<file path="config.mk">
export PLATFORM = sky130hd
export DESIGN_NAME = rle_row_decoder
export DESIGN_NICKNAME = d
export VERILOG_FILES = /design/src/sv/rrd_pkg.sv /design/src/sv/rrd_front.sv /design/src/sv/rrd_back.sv /design/src/sv/rle_row_decoder.sv
export VERILOG_INCLUDE_DIRS = /design/src /design/src/sv
export SDC_FILE = /design/constraint.sdc
export NUM_CORES = 1
export LEC_CHECK = 0
export CAP_MARGIN = 20
export CORE_MARGIN = 3
export CORE_UTILIZATION = 35
export DETAILED_ROUTE_END_ITERATION = 6
export DONT_BUFFER_PORTS = 1
export PLACE_DENSITY = 0.5
export SKIP_CTS_REPAIR_TIMING = 1
export SLEW_MARGIN = 40
export SYNTH_ARGS = -nofsm -noshare
export SYNTH_HDL_FRONTEND = slang
export SYNTH_SLANG_ARGS = --single-unit
</file>
<file path="constraint.sdc">
create_clock -name clk_i -period 8.91 [get_ports clk_i]
set_clock_uncertainty 0.2 [all_clocks]
set_input_delay 1.782 -clock clk_i [delete_from_list [all_inputs] [get_ports clk_i]]
set_output_delay 1.782 -clock clk_i [all_outputs]
set_load 0.005 [all_outputs]
</file>
<file path="src/sv/rle_row_decoder_macros.svh">
// ----------------------------------------------------------------------------
// Assertion macros for the run-length row decoder
// Shared property wrappers, clocked on clk_i and held off while in reset.
// ----------------------------------------------------------------------------
`ifndef RLE_ROW_DECODER_MACROS_SVH
`define RLE_ROW_DECODER_MACROS_SVH

// A condition that must hold at every clock edge out of reset.
`define RRD_ASSERT_ALWAYS(lbl, cond, msg) \
  lbl: assert property (@(posedge clk_i) disable iff (!rst_ni) (cond)) else $error(msg);

// A consequence that must hold in the cycle after its trigger.
`define RRD_ASSERT_NEXT(lbl, trig, cons, msg) \
  lbl: assert property (@(posedge clk_i) disable iff (!rst_ni) (trig) |=> (cons)) \
    else $error(msg);

`endif

</file>
<file path="src/sv/rrd_pkg.sv">
// ----------------------------------------------------------------------------
// Run-length row decoder package
// Types, codes and constants shared by the decoder's front, back and top.
// ----------------------------------------------------------------------------
`default_nettype none

package rrd_pkg;

  localparam int unsigned ROW_COUNT_BITS_DEFAULT = 16;
  localparam int unsigned ROW_WIDTH_BITS         = 16;
  localparam int unsigned CFG_INDEX_BITS         = 8;
  localparam int unsigned CFG_DATA_BITS          = 16;
  localparam int unsigned RUN_BITS               = 7;

  // Configuration register indexes.
  localparam logic [CFG_INDEX_BITS-1:0] REG_ROW_WIDTH = 8'd0;
  localparam logic [CFG_INDEX_BITS-1:0] REG_RLE_MODE  = 8'd1;

  // Header byte layout.
  localparam logic [7:0] HDR_COUNT_MASK  = 8'h7F;
  localparam logic [7:0] HDR_LITERAL_BIT = 8'h80;

  typedef enum logic [2:0] {
    PH_START,
    PH_HEADER,
    PH_LITERAL,
    PH_REPEAT,
    PH_SKIP
  } phase_e;

  typedef enum logic [1:0] {
    ST_OK        = 2'd0,
    ST_TOO_LONG  = 2'd1,
    ST_TRUNCATED = 2'd2
  } status_e;

  // One classified input byte on its way from front to back.
  typedef struct packed {
    logic [7:0]          data;
    logic                last;
    logic [RUN_BITS-1:0] count;
    logic                literal;
    logic                count_zero;
  } item_t;

  // One result held in the output queue.
  typedef struct packed {
    logic [7:0]          pixel;
    logic [RUN_BITS-1:0] repeat_res;
    logic                row_end;
    logic [1:0]          status;
  } result_t;

  // Handshake between front queue and back decoder.
  typedef struct packed {
    logic  valid;
    item_t item;
  } front_out_t;

endpackage

`default_nettype wire

</file>
<file path="src/sv/rrd_front.sv">
// ----------------------------------------------------------------------------
// Run-length row decoder front end
// Two-entry input queue that splits each byte into its header fields.
// ----------------------------------------------------------------------------
`default_nettype none

module rrd_front (
  input  wire logic              clk_i,
  input  wire logic              rst_ni,
  input  wire logic              push,
  output logic                   full,
  input  wire logic [7:0]        data_byte_i,
  input  wire logic              last_byte_i,
  output rrd_pkg::front_out_t    front_o,
  input  wire logic              take_i
);

  rrd_pkg::item_t q_mem [2];
  logic           wr_ptr_q, rd_ptr_q;
  logic [1:0]     cnt_q;
  logic           do_push;
  rrd_pkg::item_t new_item;

  assign full    = (cnt_q == 2'd2);
  assign do_push = push && !full;

  always_comb begin
    new_item.data       = data_byte_i;
    new_item.last       = last_byte_i;
    new_item.count      = rrd_pkg::RUN_BITS'(data_byte_i & rrd_pkg::HDR_COUNT_MASK);
    new_item.literal    = (data_byte_i & rrd_pkg::HDR_LITERAL_BIT) != 8'd0;
    new_item.count_zero = (data_byte_i & rrd_pkg::HDR_COUNT_MASK) == 8'd0;
  end

  always_ff @(posedge clk_i) begin
    if (do_push) begin
      q_mem[wr_ptr_q] <= new_item;
    end
  end

  always_ff @(posedge clk_i or negedge rst_ni) begin
    if (!rst_ni) begin
      wr_ptr_q <= 1'b0;
      rd_ptr_q <= 1'b0;
      cnt_q    <= 2'd0;
    end else begin
      if (do_push) wr_ptr_q <= ~wr_ptr_q;
      if (take_i)  rd_ptr_q <= ~rd_ptr_q;
      cnt_q <= cnt_q + {1'b0, do_push} - {1'b0, take_i};
    end
  end

  assign front_o.valid = (cnt_q != 2'd0);
  assign front_o.item  = q_mem[rd_ptr_q];

endmodule

`default_nettype wire

</file>
<file path="src/sv/rrd_back.sv">
// ----------------------------------------------------------------------------
// Run-length row decoder back end
// Row decoding state machine and a two-entry result queue.
// ----------------------------------------------------------------------------
`default_nettype none

`include "rle_row_decoder_macros.svh"

module rrd_back #(
  parameter int unsigned RowCountBits = rrd_pkg::ROW_COUNT_BITS_DEFAULT
) (
  input  wire logic                               clk_i,
  input  wire logic                               rst_ni,
  input  wire rrd_pkg::front_out_t                front_i,
  output logic                                    take_o,
  input  wire logic [rrd_pkg::ROW_WIDTH_BITS-1:0] row_width_i,
  input  wire logic                               rle_mode_i,
  output logic                                    empty,
  input  wire logic                               pop,
  output rrd_pkg::result_t                        result_o
);

  localparam int unsigned RB = rrd_pkg::RUN_BITS;

  rrd_pkg::phase_e        phase_q, phase_d;
  logic [RB-1:0]          run_left_q, run_left_d;
  logic [RowCountBits-1:0] pixels_left_q, pixels_left_d;
  rrd_pkg::status_e       err_q, err_d;

  logic [RowCountBits-1:0] load_count;
  logic                    load_sat;
  logic                    res_valid;
  rrd_pkg::result_t        res;
  rrd_pkg::item_t          it;

  rrd_pkg::result_t oq_mem [2];
  logic             oq_wr_q, oq_rd_q;
  logic [1:0]       oq_cnt_q;
  logic             oq_push, oq_pop;

  logic             res_status_ok, res_repeat_ok;
  logic             row_closing, row_restarted;

  // Row width saturated to the counter width.
  assign load_sat   = ((32'(row_width_i) >> RowCountBits) != 32'd0);
  assign load_count = load_sat ? '1 : RowCountBits'(row_width_i);

  assign it     = front_i.item;
  assign take_o = front_i.valid && (oq_cnt_q != 2'd2);

  always_comb begin
    rrd_pkg::phase_e         ph;
    logic [RowCountBits-1:0] pl;
    logic                    emit;
    ph            = phase_q;
    pl            = pixels_left_q;
    emit          = 1'b0;
    run_left_d    = run_left_q;
    err_d         = err_q;
    res.pixel     = 8'd0;
    res.repeat_res = '0;
    if (phase_q == rrd_pkg::PH_START) begin
      pl = load_count;
      ph = rrd_pkg::PH_HEADER;
    end
    phase_d       = ph;
    pixels_left_d = pl;

    priority if (ph == rrd_pkg::PH_SKIP) begin
      // Bytes after an end marker or an error are dropped.
    end else if (!rle_mode_i) begin
      run_left_d = '0;
      phase_d    = rrd_pkg::PH_HEADER;
      if (pl == '0) begin
        if (err_d == rrd_pkg::ST_OK) err_d = rrd_pkg::ST_TOO_LONG;
        phase_d = rrd_pkg::PH_SKIP;
      end else begin
        pixels_left_d  = pl - RowCountBits'(1);
        emit           = 1'b1;
        res.pixel      = it.data;
        res.repeat_res = RB'(1);
        if (it.last && (pl != RowCountBits'(1)) && (err_d == rrd_pkg::ST_OK)) begin
          err_d = rrd_pkg::ST_TRUNCATED;
        end
      end
    end else begin
      unique case (ph)
        rrd_pkg::PH_HEADER: begin
          if (it.count_zero) begin
            phase_d = rrd_pkg::PH_SKIP;
          end else if (RowCountBits'(it.count) > pl) begin
            if (err_d == rrd_pkg::ST_OK) err_d = rrd_pkg::ST_TOO_LONG;
            phase_d = rrd_pkg::PH_SKIP;
          end else begin
            pixels_left_d = pl - RowCountBits'(it.count);
            run_left_d    = it.count;
            phase_d       = it.literal ? rrd_pkg::PH_LITERAL : rrd_pkg::PH_REPEAT;
            if (it.last && (err_d == rrd_pkg::ST_OK)) err_d = rrd_pkg::ST_TRUNCATED;
          end
        end
        rrd_pkg::PH_LITERAL: begin
          emit           = 1'b1;
          res.pixel      = it.data;
          res.repeat_res = RB'(1);
          run_left_d     = run_left_q - RB'(1);
          if (run_left_d == '0) begin
            phase_d = rrd_pkg::PH_HEADER;
          end else if (it.last && (err_d == rrd_pkg::ST_OK)) begin
            err_d = rrd_pkg::ST_TRUNCATED;
          end
        end
        rrd_pkg::PH_REPEAT: begin
          emit           = 1'b1;
          res.pixel      = it.data;
          res.repeat_res = run_left_q;
          run_left_d     = '0;
          phase_d        = rrd_pkg::PH_HEADER;
        end
        default: begin
          // Row start is folded into the header phase above.
        end
      endcase
    end

    res_valid   = emit || it.last;
    res.row_end = it.last;
    res.status  = it.last ? err_d : rrd_pkg::ST_OK;

    if (it.last) begin
      phase_d    = rrd_pkg::PH_START;
      run_left_d = '0;
      err_d      = rrd_pkg::ST_OK;
    end
  end

  always_ff @(posedge clk_i or negedge rst_ni) begin
    if (!rst_ni) begin
      phase_q       <= rrd_pkg::PH_START;
      run_left_q    <= '0;
      pixels_left_q <= '0;
      err_q         <= rrd_pkg::ST_OK;
    end else if (take_o) begin
      phase_q       <= phase_d;
      run_left_q    <= run_left_d;
      pixels_left_q <= pixels_left_d;
      err_q         <= err_d;
    end
  end

  // Result queue.
  assign oq_push = take_o && res_valid;
  assign oq_pop  = pop && !empty;
  assign empty   = (oq_cnt_q == 2'd0);

  always_ff @(posedge clk_i) begin
    if (oq_push) begin
      oq_mem[oq_wr_q] <= res;
    end
  end

  always_ff @(posedge clk_i or negedge rst_ni) begin
    if (!rst_ni) begin
      oq_wr_q  <= 1'b0;
      oq_rd_q  <= 1'b0;
      oq_cnt_q <= 2'd0;
    end else begin
      if (oq_push) oq_wr_q <= ~oq_wr_q;
      if (oq_pop)  oq_rd_q <= ~oq_rd_q;
      oq_cnt_q <= oq_cnt_q + {1'b0, oq_push} - {1'b0, oq_pop};
    end
  end

  assign result_o = oq_mem[oq_rd_q];

  assign res_status_ok = empty || (result_o.status == rrd_pkg::ST_OK) || result_o.row_end;
  assign res_repeat_ok = empty || (result_o.repeat_res != '0) || result_o.row_end;
  assign row_closing   = take_o && it.last;
  assign row_restarted = (phase_q == rrd_pkg::PH_START) && (err_q == rrd_pkg::ST_OK);

  `RRD_ASSERT_ALWAYS(a_oq_bound, oq_cnt_q <= 2'd2, "Result queue count out of range")
  `RRD_ASSERT_ALWAYS(a_status_on_end, res_status_ok, "Error status away from the row end")
  `RRD_ASSERT_ALWAYS(a_zero_repeat_on_end, res_repeat_ok, "Empty result before the row end")
  `RRD_ASSERT_NEXT(a_row_restart, row_closing, row_restarted, "No row restart after last byte")

endmodule

`default_nettype wire

</file>
<file path="src/sv/rle_row_decoder.sv">
// ----------------------------------------------------------------------------
// Run-length row decoder
// Decodes one row of 8-bit run-length coded image data into pixel runs.
// ----------------------------------------------------------------------------
// The decoder takes one stored byte per transaction and sustains one byte
// per clock cycle while the result queue has room: the state machine does
// a fixed amount of work on small counters for every byte, and a two-entry
// queue on each side lets the input and the result side stall
// independently. A byte is registered in the input queue and its result
// in the result queue, from which it is on the result ports until it is
// taken. A header byte or an ignored
// byte that is not the row's last byte produces no result; every other
// byte produces exactly one. A repeat run comes out as one result whose
// repeat count is the run length, and the row's last byte always produces
// a result with row_end set that carries the row's status. Errors are
// sticky within a row and only the first is reported; pixels already
// delivered before an error stand. Configuration must only be written
// while the decoder is idle; row_width is sampled when a row starts and
// rle_mode is used for every byte.
// ----------------------------------------------------------------------------
`default_nettype none

module rle_row_decoder #(
  parameter int unsigned RowCountBits = rrd_pkg::ROW_COUNT_BITS_DEFAULT
) (
  input  wire logic                               clk_i,
  input  wire logic                               rst_ni,
  // Byte input, queue style.
  input  wire logic                               push,
  output logic                                    full,
  input  wire logic [7:0]                         data_byte_i,
  input  wire logic                               last_byte_i,
  // Result output, queue style.
  output logic                                    empty,
  input  wire logic                               pop,
  output logic [7:0]                              pixel_o,
  output logic [rrd_pkg::RUN_BITS-1:0]            repeat_res_o,
  output logic                                    row_end_o,
  output logic [1:0]                              status_o,
  // Configuration write channel.
  input  wire logic                               cfg_valid_i,
  output logic                                    cfg_ready_o,
  input  wire logic [rrd_pkg::CFG_INDEX_BITS-1:0] cfg_index_i,
  input  wire logic [rrd_pkg::CFG_DATA_BITS-1:0]  cfg_data_i
);

  logic [rrd_pkg::ROW_WIDTH_BITS-1:0] row_width_q;
  logic                               rle_mode_q;
  rrd_pkg::front_out_t                front;
  logic                               take;
  rrd_pkg::result_t                   result;

  // The register file never stalls a write.
  assign cfg_ready_o = 1'b1;

  always_ff @(posedge clk_i or negedge rst_ni) begin
    if (!rst_ni) begin
      row_width_q <= '0;
      rle_mode_q  <= 1'b1;
    end else if (cfg_valid_i && cfg_ready_o) begin
      unique case (cfg_index_i)
        rrd_pkg::REG_ROW_WIDTH: row_width_q <= cfg_data_i[rrd_pkg::ROW_WIDTH_BITS-1:0];
        rrd_pkg::REG_RLE_MODE:  rle_mode_q  <= cfg_data_i[0];
        default: begin
          // Writes to unknown indexes are accepted and discarded.
        end
      endcase
    end
  end

  // The front end queues incoming bytes and splits out the header fields.
  rrd_front u_front (
    .clk_i       (clk_i),
    .rst_ni      (rst_ni),
    .push        (push),
    .full        (full),
    .data_byte_i (data_byte_i),
    .last_byte_i (last_byte_i),
    .front_o     (front),
    .take_i      (take)
  );

  // The back end runs the row state machine and holds finished results.
  rrd_back #(
    .RowCountBits (RowCountBits)
  ) u_back (
    .clk_i       (clk_i),
    .rst_ni      (rst_ni),
    .front_i     (front),
    .take_o      (take),
    .row_width_i (row_width_q),
    .rle_mode_i  (rle_mode_q),
    .empty       (empty),
    .pop         (pop),
    .result_o    (result)
  );

  assign pixel_o      = result.pixel;
  assign repeat_res_o = result.repeat_res;
  assign row_end_o    = result.row_end;
  assign status_o     = result.status;

endmodule

`default_nettype wire

</file>
==> metrics.txt <==
# TYPE chip_impl_metric gauge
chip_impl_metric{name="antenna_violations_before_repair",unit=""} 0
chip_impl_metric{name="route.detailed.drc",unit=""} 0
chip_impl_metric{name="cts.path.max_buffers",unit=""} 2
chip_impl_metric{name="initial_cell_density_of_the_core",unit=""} 0.361
chip_impl_info{name="run_status",value="completed"} 1
chip_impl_metric{name="drt_iter0_drc",unit=""} 286
chip_impl_metric{name="seq_area_frac_synth",unit=""} 0.499
chip_impl_metric{name="dp_area",unit="um2"} 6220
chip_impl_metric{name="maxClockFrequency",unit="MHz"} 215
chip_impl_metric{name="slew_viol_final",unit=""} 0
chip_impl_metric{name="max_slew.worst_pin.slew",unit="ns"} 0.772
chip_impl_metric{name="share_of_post_route_cells_with_drive_strength_above_1",unit=""} 0.148
chip_impl_metric{name="drv.max_cap_violation_count",unit=""} 0
chip_impl_info{name="synth_most_common_cell",value="nor2_1"} 1
chip_impl_info{name="critical_path.startpoint_type",value="register"} 1
chip_impl_metric{name="finalWirelength",unit="um"} 14400
chip_impl_metric{name="p_per_area",unit="nW/um2"} 398
chip_impl_metric{name="htreeDepth",unit=""} 3
chip_impl_metric{name="port-buffer-count",unit=""} 0
chip_impl_metric{name="synth.cell_area",unit="um2"} 6030
chip_impl_info{name="worst_setup_path_end_kind",value="register"} 1
chip_impl_metric{name="finalHoldViolations",unit=""} 0
chip_impl_metric{name="final.setup.tns",unit="ns"} 0
chip_impl_metric{name="grt_start_max_net_pins",unit=""} 54
chip_impl_metric{name="grt_pass1_wl",unit="um"} 23300
chip_impl_metric{name="syn2layout_area_growth",unit="%"} 8.76
chip_impl_metric{name="final_worst_path_period_need",unit="ns"} 4.65
chip_impl_metric{name="final_net_count",unit=""} 604
chip_impl_info{name="synth_top_cells_by_area",value="edfxtp_1 28%, dfrtp_1 22%, mux2_2 7.5%, nor2_1 3.6%, mux2i_1 3.2%"} 1
chip_impl_metric{name="drtAntennaViolNets",unit=""} 0
chip_impl_metric{name="ys_warn_count",unit=""} 0
chip_impl_info{name="synthDominantAreaCellType",value="edfxtp_1"} 1
chip_impl_metric{name="worst_setup_hold_path_clk_slew",unit="ns"} 0.08
chip_impl_info{name="synth_top_cells_by_count",value="58 x nor2_1, 56 x edfxtp_1, 52 x dfrtp_1"} 1
chip_impl_info{name="tritoncts",value="built"} 1
chip_impl_metric{name="detailed_place_hpwl",unit="um"} 10300
chip_impl_metric{name="global_route.usage.total",unit=""} 0.159
chip_impl_metric{name="peak_supply_drop",unit="V"} 0.000129
chip_impl_metric{name="layout_worst_path_cycle_share",unit=""} 0.521
chip_impl_metric{name="gpl_congestion",unit=""} 0.900
chip_impl_metric{name="die_outline_area",unit="um2"} 18800
chip_impl_metric{name="antennaDiodeCount",unit=""} 0
chip_impl_metric{name="critical_path.max_fanout",unit=""} 33
chip_impl_metric{name="required_time_reported_for_the_critical_path_endpoint",unit="ns"} 8.97
chip_impl_info{name="unrepaired_setup_endpoints_after_global_routing",value="false"} 1
chip_impl_metric{name="cts-buffers-inserted",unit=""} 9
chip_impl_info{name="worst-setup-path-type",value="reg -> reg"} 1
chip_impl_metric{name="finalCoreUtilization",unit=""} 0.392
chip_impl_metric{name="detailroute.via_count",unit=""} 4434
chip_impl_info{name="min_path_type",value="reg -> reg"} 1
chip_impl_metric{name="final-setup-viol-count",unit=""} 0
chip_impl_metric{name="standard_cell_core_area",unit="um2"} 16700
chip_impl_metric{name="wire_per_inst",unit="um"} 18.5
chip_impl_metric{name="synth-async-reset-ratio",unit=""} 0.486
chip_impl_metric{name="maxSlewHeadroom",unit=""} 0.482
chip_impl_metric{name="postSynthNetCount",unit=""} 617
chip_impl_metric{name="fp.dieW",unit="um"} 137
chip_impl_info{name="synth_flop_cell",value="edfxtp_1"} 1
chip_impl_metric{name="gate_count_of_the_mapped_netlist",unit=""} 567
chip_impl_metric{name="yosys.cell_types.count",unit=""} 70
chip_impl_metric{name="cts_num_sinks",unit=""} 109
chip_impl_metric{name="top_level_pins",unit=""} 59
chip_impl_metric{name="die_h",unit="um"} 137
chip_impl_metric{name="first_pass_iters",unit=""} 5
chip_impl_metric{name="synthDominantCellAreaShare",unit=""} 0.279
chip_impl_metric{name="synth-edff-count",unit=""} 56
chip_impl_metric{name="worst_ep_arrival_time",unit="ns"} 4.71
chip_impl_metric{name="placement_rows",unit=""} 47
chip_impl_metric{name="synth_seq_cells",unit=""} 109
chip_impl_metric{name="syn_area_per_cell",unit="um2"} 10.6
chip_impl_metric{name="vias_per_cell",unit=""} 5.69
chip_impl_metric{name="overflow_after_grt",unit=""} 0
chip_impl_metric{name="p_leak",unit="nW"} 2.58
chip_impl_metric{name="finish.instance_area",unit="um2"} 6560
chip_impl_info{name="cts_root_buffer",value="clkbuf_16"} 1
chip_impl_metric{name="first_global_vias",unit=""} 4339
chip_impl_metric{name="clk_latency",unit="ns"} 0.36
## registers in the layout (all words and copies together) (netlist names), 2 cells and up
register and flops:
u_back.run_left_q 7, u_front.cnt_q 2, u_back.oq_mem 36, u_front.q_mem 20
u_back.phase_q 3, row_width_q 16, u_back.err_q 2, u_back.pixels_left_q 16
u_back.oq_cnt_q 2
## path summary, 6_finish.rpt
kind	from	to	slack (ns)	cells after the start
max	u_back.phase_q[1]$_DFFE_PN0P_	u_back.pixels_left_q[15]$_DFFE_PN0P_	4.26	13
min	u_back.oq_wr_q$_DFFE_PN0P_	u_back.oq_wr_q$_DFFE_PN0P_	0.29	1
max reg2reg	u_back.phase_q[1]$_DFFE_PN0P_	u_back.pixels_left_q[15]$_DFFE_PN0P_	4.26	13
min reg2reg	u_back.oq_wr_q$_DFFE_PN0P_	u_back.oq_wr_q$_DFFE_PN0P_	0.29	1
max in group asynchronous	rst_ni	rle_mode_q$_DFFE_PN1P_	7.41	0
min in group asynchronous	rst_ni	u_back.phase_q[2]$_DFFE_PN0P_	0.92	0
## power by group
part	internal (W)	switching (W)
clock network	0.000229	0.000205
logic	0.000503	0.000783
registers	0.000758	0.000128
total	0.00149	0.00112
## cells in the final DEF, fill, tap and decap left out, types with 9 or more instances in the layout
| cell type | n |
|---|---|
| a21oi_1 | 27 |
| clkbuf_16 | 9 |
| dfrtp_1 | 51 |
| edfxtp_1 | 56 |
| ha_1 | 12 |
| inv_1 | 19 |
| mux2_2 | 40 |
| mux2i_1 | 18 |
| nand2_1 | 33 |
| nand3_1 | 9 |
| nor2_1 | 57 |
| nor3_1 | 28 |
| o21ai_0 | 22 |
| o22ai_1 | 10 |
| xnor2_1 | 15 |
## cell families after synthesis
group,after synthesis,synth area share
simple gates,177,0.144
compound gates,140,0.163
flops,109,0.499
mux,59,0.106
buf+inv,49,0.0334
xor+xnor,20,0.0291
fa+ha+maj,12,0.0249
other cells,1,0.000622
## stage by stage
stage	hold slack (ns)	power (W)	std cells	setup slack (ns)
after global placement	0.275	0.00217	763	4.54
final	0.292	0.00261	779	4.26
after detailed placement	0.275	0.00219	763	4.38
after floorplan	0.249	0.00187	567	4.78
after global routing	0.319	0.00282	779	3.84
after CTS	0.289	0.00263	779	4.35
## routing by layer
layer | global-route usage | wire, um | share of wire
met4 | 0.0687 | 334 | 0.023
met5 | 0 | 0 | 0
met3 | 0.0369 | 701 | 0.049
met2 | 0.252 | 6830 | 0.47
met1 | 0.209 | 6550 | 0.45
## area by class of cell
type,instances,area [um2]
sequential,109,3010
fill,1639,10100
timing repair buffer,5,37.5
inverter,20,75.1
multi-input combinational,409,2830
tap,220,275
clock buffer,9,225
clock inverter,7,103
## worst max-delay path, cell delays in order (launching register included)
cell      delay, ns
dfrtp_1        0.58
nor3_2         0.23
buf_4          0.36
mux2i_1        0.42
inv_1          0.09
ha_1           0.40
nand3_1        0.12
o311ai_0       0.37
a211o_1        0.27
nand3_1        0.10
o21ai_1        0.62
o21ai_0        0.34
mux2i_1        0.19
a221oi_1       0.22
No activity file was read; power rests on OpenSTA's default activity.
